**config.mk**
```make
export PLATFORM = sky130hd
export DESIGN_NAME = tlpt_ctrl
export DESIGN_NICKNAME = d
export VERILOG_FILES = /design/src/hw/rtl/tlpt_pkg.sv /design/src/hw/rtl/tlpt_ctrl.sv
export SDC_FILE = /design/constraint.sdc
export NUM_CORES = 1
export LEC_CHECK = 0
export ABC_AREA = 1
export BUFFER_PORTS_ARGS = -buffer_cell sky130_fd_sc_hd__buf_2
export CAP_MARGIN = 5
export CORE_UTILIZATION = 49
export CTS_BUF_LIST = sky130_fd_sc_hd__clkbuf_4 sky130_fd_sc_hd__clkbuf_8
export CTS_CLUSTER_SIZE = 28
export DETAILED_ROUTE_END_ITERATION = 6
export GPL_TIMING_DRIVEN = 0
export PLACE_DENSITY = 0.87
export SETUP_SLACK_MARGIN = 0.02
export SLEW_MARGIN = 10
export SYNTH_ARGS = -nofsm -noshare
export SYNTH_HDL_FRONTEND = slang
export SYNTH_SLANG_ARGS = --single-unit
```
**constraint.sdc**
```tcl
create_clock -name clk -period 1.9 [get_ports clk]
set_input_delay 0.19 -clock clk [delete_from_list [all_inputs] [get_ports clk]]
set_output_delay 0.19 -clock clk [all_outputs]
set_load 0.03 [all_outputs]
```
**src/hw/rtl/tlpt_pkg.sv**
```systemverilog
package tlpt_pkg;

    localparam int DEF_NUM_PAGES = 64;
    localparam int TABLE_ENTRIES = 1024;
    localparam int OFF_W         = 10;
    localparam int PAGE_SHIFT    = 12;
    localparam logic [2:0] ENTRY_FLAGS = 3'd7;

    // actions
    localparam logic [1:0] ACT_ALLOC  = 2'd0;
    localparam logic [1:0] ACT_GROW   = 2'd1;
    localparam logic [1:0] ACT_SHRINK = 2'd2;
    localparam logic [1:0] ACT_READ   = 2'd3;

    // counter ops
    localparam logic [1:0] CNT_HOLD = 2'd0;
    localparam logic [1:0] CNT_CLR  = 2'd1;
    localparam logic [1:0] CNT_INC  = 2'd2;

    // address source
    localparam logic [1:0] ADDR_PAGE  = 2'd0;
    localparam logic [1:0] ADDR_CNT   = 2'd1;
    localparam logic [1:0] ADDR_WADDR = 2'd2;

    // page select
    localparam logic [1:0] PSEL_ROOT = 2'd0;
    localparam logic [1:0] PSEL_TBL  = 2'd1;
    localparam logic [1:0] PSEL_PG   = 2'd2;

    // offset select
    localparam logic [2:0] OFF_CNT = 3'd0;
    localparam logic [2:0] OFF_F   = 3'd1;
    localparam logic [2:0] OFF_FM1 = 3'd2;
    localparam logic [2:0] OFF_S   = 3'd3;
    localparam logic [2:0] OFF_SM1 = 3'd4;

    // value update
    localparam logic [1:0] VAL_HOLD   = 2'd0;
    localparam logic [1:0] VAL_RDATA  = 2'd1;
    localparam logic [1:0] VAL_PGADDR = 2'd2;
    localparam logic [1:0] VAL_DPAGE  = 2'd3;

    typedef struct packed {
        logic [1:0]  action;
        logic [17:0] table_root;
        logic [15:0] word_address;
    } req_t;

    typedef struct packed {
        logic [31:0] value;
        logic        error;
        logic [6:0]  free_count;
    } rsp_t;

    typedef struct packed {
        logic       ld_in;
        logic [1:0] cnt_op;
        logic [1:0] pg_op;
        logic       mem_we;
        logic [1:0] addr_sel;
        logic [1:0] psel;
        logic [2:0] off_sel;
        logic       wd_entry;
        logic       save_f;
        logic       save_s;
        logic       save_last;
        logic       save_tpage;
        logic       tpage_from_pg;
        logic       take;
        logic       rel_data;
        logic       rel_tpage;
        logic [1:0] val_op;
        logic       set_err;
    } cmd_t;

    typedef struct packed {
        logic [1:0] action;
        logic       clr_last;
        logic       cnt_full;
        logic       cnt_off_last;
        logic       rdata_present;
        logic       root_ok;
        logic       tpage_ok;
        logic       free_zero;
        logic       free_lt2;
        logic       pg_free;
        logic       f_zero;
        logic       f_full;
        logic       s_zero;
        logic       s_one;
        logic       s_full;
    } sts_t;

endpackage

```
**src/hw/rtl/tlpt_ctrl.sv**
```systemverilog
module tlpt_ctrl (
    input  logic           clk,
    input  logic           rst_n,
    input  logic           start,
    output logic           busy,
    output logic           done,
    input  tlpt_pkg::sts_t sts,
    output tlpt_pkg::cmd_t cmd
);
    import tlpt_pkg::*;

    localparam logic [4:0] S_CLEAR  = 5'd0;
    localparam logic [4:0] S_IDLE   = 5'd1;
    localparam logic [4:0] S_DISP   = 5'd2;
    localparam logic [4:0] S_RD     = 5'd3;
    localparam logic [4:0] S_RDV    = 5'd4;
    localparam logic [4:0] S_FRD    = 5'd5;
    localparam logic [4:0] S_FCK    = 5'd6;
    localparam logic [4:0] S_POSTF  = 5'd7;
    localparam logic [4:0] S_SRD    = 5'd8;
    localparam logic [4:0] S_SCK    = 5'd9;
    localparam logic [4:0] S_DECIDE = 5'd10;
    localparam logic [4:0] S_FIND1  = 5'd11;
    localparam logic [4:0] S_ZERO   = 5'd12;
    localparam logic [4:0] S_ROOTW  = 5'd13;
    localparam logic [4:0] S_FIND2  = 5'd14;
    localparam logic [4:0] S_DATAW  = 5'd15;
    localparam logic [4:0] S_SHR1   = 5'd16;
    localparam logic [4:0] S_SHR2   = 5'd17;
    localparam logic [4:0] S_DONE   = 5'd18;

    logic [4:0] state_reg;
    logic [4:0] state_next;
    logic       need_table;

    assign need_table = sts.f_zero || sts.s_full;

    always_ff @(posedge clk or negedge rst_n)
    begin
        if (!rst_n)
        begin
            state_reg <= S_CLEAR;
        end
        else
        begin
            state_reg <= state_next;
        end
    end

    always_comb
    begin
        cmd        = '0;
        state_next = state_reg;
        unique case (state_reg)
            S_CLEAR:
            begin
                cmd.mem_we   = 1'b1;
                cmd.addr_sel = ADDR_CNT;
                cmd.cnt_op   = CNT_INC;
                if (sts.clr_last)
                begin
                    cmd.cnt_op = CNT_CLR;
                    state_next = S_IDLE;
                end
            end
            S_IDLE:
            begin
                if (start)
                begin
                    cmd.ld_in  = 1'b1;
                    state_next = S_DISP;
                end
            end
            S_DISP:
            begin
                unique case (sts.action)
                    ACT_READ:
                    begin
                        state_next = S_RD;
                    end
                    ACT_ALLOC:
                    begin
                        if (sts.free_zero)
                        begin
                            cmd.set_err = 1'b1;
                            state_next  = S_DONE;
                        end
                        else
                        begin
                            cmd.pg_op  = CNT_CLR;
                            state_next = S_FIND1;
                        end
                    end
                    default:
                    begin
                        if (!sts.root_ok)
                        begin
                            cmd.set_err = 1'b1;
                            state_next  = S_DONE;
                        end
                        else
                        begin
                            cmd.cnt_op = CNT_CLR;
                            state_next = S_FRD;
                        end
                    end
                endcase
            end
            S_RD:
            begin
                cmd.addr_sel = ADDR_WADDR;
                state_next   = S_RDV;
            end
            S_RDV:
            begin
                cmd.val_op = VAL_RDATA;
                state_next = S_DONE;
            end
            S_FRD:
            begin
                cmd.psel = PSEL_ROOT;
                if (sts.cnt_full)
                begin
                    cmd.save_f = 1'b1;
                    state_next = S_POSTF;
                end
                else
                begin
                    state_next = S_FCK;
                end
            end
            S_FCK:
            begin
                if (sts.rdata_present)
                begin
                    cmd.save_last = 1'b1;
                    cmd.cnt_op    = CNT_INC;
                    state_next    = S_FRD;
                end
                else
                begin
                    cmd.save_f = 1'b1;
                    state_next = S_POSTF;
                end
            end
            S_POSTF:
            begin
                priority if (sts.f_zero)
                begin
                    state_next = S_DECIDE;
                end
                else if (!sts.tpage_ok)
                begin
                    cmd.set_err = 1'b1;
                    state_next  = S_DONE;
                end
                else
                begin
                    cmd.save_tpage = 1'b1;
                    cmd.cnt_op     = CNT_CLR;
                    state_next     = S_SRD;
                end
            end
            S_SRD:
            begin
                cmd.psel = PSEL_TBL;
                if (sts.cnt_full)
                begin
                    cmd.save_s = 1'b1;
                    state_next = S_DECIDE;
                end
                else
                begin
                    state_next = S_SCK;
                end
            end
            S_SCK:
            begin
                if (sts.rdata_present)
                begin
                    cmd.save_last = 1'b1;
                    cmd.cnt_op    = CNT_INC;
                    state_next    = S_SRD;
                end
                else
                begin
                    cmd.save_s = 1'b1;
                    state_next = S_DECIDE;
                end
            end
            S_DECIDE:
            begin
                if (sts.action == ACT_GROW)
                begin
                    priority if (need_table && sts.f_full)
                    begin
                        cmd.set_err = 1'b1;
                        state_next  = S_DONE;
                    end
                    else if (need_table ? sts.free_lt2 : sts.free_zero)
                    begin
                        cmd.set_err = 1'b1;
                        state_next  = S_DONE;
                    end
                    else
                    begin
                        cmd.pg_op  = CNT_CLR;
                        state_next = need_table ? S_FIND1 : S_FIND2;
                    end
                end
                else
                begin
                    if (sts.f_zero || sts.s_zero)
                    begin
                        cmd.set_err = 1'b1;
                        state_next  = S_DONE;
                    end
                    else
                    begin
                        state_next = S_SHR1;
                    end
                end
            end
            S_FIND1:
            begin
                if (sts.pg_free)
                begin
                    cmd.take   = 1'b1;
                    cmd.cnt_op = CNT_CLR;
                    state_next = S_ZERO;
                end
                else
                begin
                    cmd.pg_op = CNT_INC;
                end
            end
            S_ZERO:
            begin
                cmd.mem_we = 1'b1;
                cmd.psel   = PSEL_PG;
                cmd.cnt_op = CNT_INC;
                if (sts.cnt_off_last)
                begin
                    if (sts.action == ACT_ALLOC)
                    begin
                        cmd.val_op = VAL_PGADDR;
                        state_next = S_DONE;
                    end
                    else
                    begin
                        state_next = S_ROOTW;
                    end
                end
            end
            S_ROOTW:
            begin
                cmd.mem_we        = 1'b1;
                cmd.psel          = PSEL_ROOT;
                cmd.off_sel       = OFF_F;
                cmd.wd_entry      = 1'b1;
                cmd.tpage_from_pg = 1'b1;
                cmd.pg_op         = CNT_CLR;
                state_next        = S_FIND2;
            end
            S_FIND2:
            begin
                if (sts.pg_free)
                begin
                    cmd.take   = 1'b1;
                    state_next = S_DATAW;
                end
                else
                begin
                    cmd.pg_op = CNT_INC;
                end
            end
            S_DATAW:
            begin
                cmd.mem_we   = 1'b1;
                cmd.psel     = PSEL_TBL;
                cmd.off_sel  = OFF_S;
                cmd.wd_entry = 1'b1;
                cmd.val_op   = VAL_PGADDR;
                state_next   = S_DONE;
            end
            S_SHR1:
            begin
                cmd.rel_data = 1'b1;
                cmd.mem_we   = 1'b1;
                cmd.psel     = PSEL_TBL;
                cmd.off_sel  = OFF_SM1;
                cmd.val_op   = VAL_DPAGE;
                state_next   = sts.s_one ? S_SHR2 : S_DONE;
            end
            S_SHR2:
            begin
                cmd.rel_tpage = 1'b1;
                cmd.mem_we    = 1'b1;
                cmd.psel      = PSEL_ROOT;
                cmd.off_sel   = OFF_FM1;
                state_next    = S_DONE;
            end
            S_DONE:
            begin
                state_next = S_IDLE;
            end
            default:
            begin
                state_next = S_IDLE;
            end
        endcase
    end

    assign busy = state_reg != S_IDLE;
    assign done = state_reg == S_DONE;

`ifndef SYNTHESIS
    a_done_then_idle: assert property (@(posedge clk) disable iff (!rst_n)
        done |=> !busy)
        else $error("block still busy after result beat");
    a_start_goes_busy: assert property (@(posedge clk) disable iff (!rst_n)
        start && !busy |=> busy)
        else $error("accepted beat did not start work");
    a_take_only_free: assert property (@(posedge clk) disable iff (!rst_n)
        cmd.take |-> sts.pg_free)
        else $error("taking a page that is not free");
`endif

endmodule

```
==> out/results.txt <==
Synth Flop Type: dfrtp_1
Worst-path clk slew: 50 ps
Area contributors post-synth: nand2_1 17%, inv_1 12%, dfrtp_1 12%, nor2_1 12%, nor2_4 6.4%
Overflow after GRT: 0
Drt total wl: 3540 um
Post-Syn Area: 1060 um2
Cell area after placement: 1340 um2
Initial antenna violation count: 0
Routed vias/inst: 5.14
Worst-Margin Slew: 298 ps
Average size of a mapped cell: 5.45 um2
CTS Buf Count: 3
Sequential area share after synthesis: 0.118
Final Hold Vio Count: 0
Worst vdd ir: 0.774 mV
Ant diodes: 0
Final period util: 0.981
Crit end category: output port
Fraction of layout cells with a size suffix above 1: 0.446
FMAX: 536 MHz
RSZ-0062 raised after global routing: true
Max-slew headroom at the worst pin: 0.799
Seq cells post-synth: 5
Status: completed
# DRC: 0
Setup_tns: 0 ps
Final nets: 281
Hpwl dp: 2500 um
Crit-path max FO: 7
TritonCTS Sinks: 5
Hold WC Path Type: input port to flop
Worst setup SP type: flop
Final setup vio count: 0
Die ar.: 2360 um2
Netlist cell types: 25
H-tree levels: 1
Starting Density: 0.531
Root Driver: clkbuf_4
Synthesis warning total: 0
Min cycle time layout: 1860 ps
Bufs on Longest Clock Path: 2
Most frequent cell after synthesis: nand2_1
Number of global-route vias before repair: 1236
Final instance area: 1610 um2
CORE AREA: 2000 um2
Power Dens Cells: 1270 nW/um2
Largest net degree at the start of global routing: 9
Chip Width: 48.6 um
Vias: 1464
Crit path arrival time: 1670 ps
Area growth syn-to-layout: 51.4%
Antenna viol nets, final: 0
CP required: 1710 ps
Max-slew violation count: 0
Global-route wire length before repair: 5430 um
Row cnt: 16
Die Ht: 48.6 um
Yosys top cell by area: nand2_1
CTS tree: done
Drt wl/cell: 12.4 um
Asr flop ratio synth: 1.00
Fill cells: 152
Initial DRC count: 75
Port Buffers: 45
Lkg Pwr: 0.000951 uW
Synthesized Nets: 217
RD Place Congestion: 0.885
Synth top cells by count: 49 x nand2_1, 35 x inv_1, 33 x nor2_1, 12 x nand3_1, 9 x o21ai_0
Post-Syn Instances: 195
EDFF count, synth: 0
Overall Global Routing Usage: 0.296
Max cap viols: 0
Drt pass-1 iters: 4
Max FFs per register: 5
Num ports: 46
Clock insertion delay at the later pin of the skew report: 260 ps
Post-synth top area share: 0.173
Crit Path Class: flop to output port
Skew final: 6.77 ps
path summary, 6_finish.rpt:
check / startpoint / endpoint / slack (ps) / cells after the start
worst max-delay path: state_reg[2] / cmd[20] / 40 / 8
worst min-delay path: sts[5] / state_reg[1] / 240 / 4
worst max register to register: state_reg[4] / state_reg[0] / 170 / 11
worst min register to register: state_reg[3] / state_reg[3] / 650 / 2
max in group asynchronous: rst_n / state_reg[1] / 1460 / 2
min in group asynchronous: rst_n / state_reg[3] / 280 / 2
repair_timing:
action	4_1_cts	5_1_grt
pin swaps	1	10
hold buffers	1	0
buffers inserted	0	13
endpoints found under the setup margin	8	10
resized for setup	20	29
endpoints found under the hold margin	5	0
cells by family after synthesis:
group,after synthesis,synth area share
AOI/OAI and AO/OA,23,0.131
DFF,5,0.118
and+or+nand+nor,122,0.565
buffers and inverters,42,0.152
adders and majority gates,3,0.0353
stage by stage:
| step | hold WS [ps] | power (uW) | util | setup WS (ps) | instances |
|---|---|---|---|---|---|
| 3_5_place_dp | 13.6 | 1560 | 0.668 | 89.7 | 267 |
| 3_3_place_gp | 2.86 | 1550 | 0.668 | 79.4 | 267 |
| 6_report | 236 | 2040 | 0.804 | 35.5 | 285 |
| 4_1_cts | 236 | 1770 | 0.713 | -20.9 | 272 |
| 2_1_floorplan | -106 | 1250 | - | 22.4 | 195 |
| 5_1_grt | 253 | 2180 | 0.804 | -34.6 | 285 |
per-layer routing:
| layer | wire length [um] | up-vias | track usage |
|---|---|---|---|
| met5 | 0 | - | 0 |
| met4 | 73 | 0 | 0.123 |
| met3 | 237 | 10 | 0.0220 |
| met2 | 1730 | 81 | 0.519 |
| met1 | 1500 | 642 | 0.371 |
| li1 | - | 731 | - |
cells in the final DEF, fill, tap and decap left out, types with 5 or more instances in the layout:
master	n
nor2_1	27
nor2_4	13
nand2_2	6
buf_4	18
dfrtp_2	5
nand2_1	45
o21ai_1	7
nand3_1	10
buf_2	39
inv_1	34
critical path, cell delays in order, from the launching register on:
cell and delay (ps):
dfrtp_2 460, inv_4 100, nand3_4 140, nor2_4 200
nand3_2 90, o21ai_1 90, inv_1 80, o21ai_1 80
buf_4 170
power breakdown:
group / total [uW] / internal [uW] / switching [uW]
clock: 134 / 76.9 / 56.7
combinational: 1650 / 542 / 1100
sequential: 258 / 160 / 98.4
total: 2040 / 779 / 1260
area by class of cell:
| type | count | area (um2) | area share |
|---|---|---|---|
| clock buffer | 3 | 22.5 | 0.0140 |
| multi-input combinational | 148 | 895 | 0.556 |
| timing repair buffer | 59 | 352 | 0.218 |
| tap | 27 | 33.8 | 0.0210 |
| clock inverter | 1 | 5.00 | 0.00311 |
| inverter | 41 | 164 | 0.102 |
| sequential | 5 | 131 | 0.0816 |
| buffer | 1 | 7.51 | 0.00466 |
(Power assumes the default switching activity.)
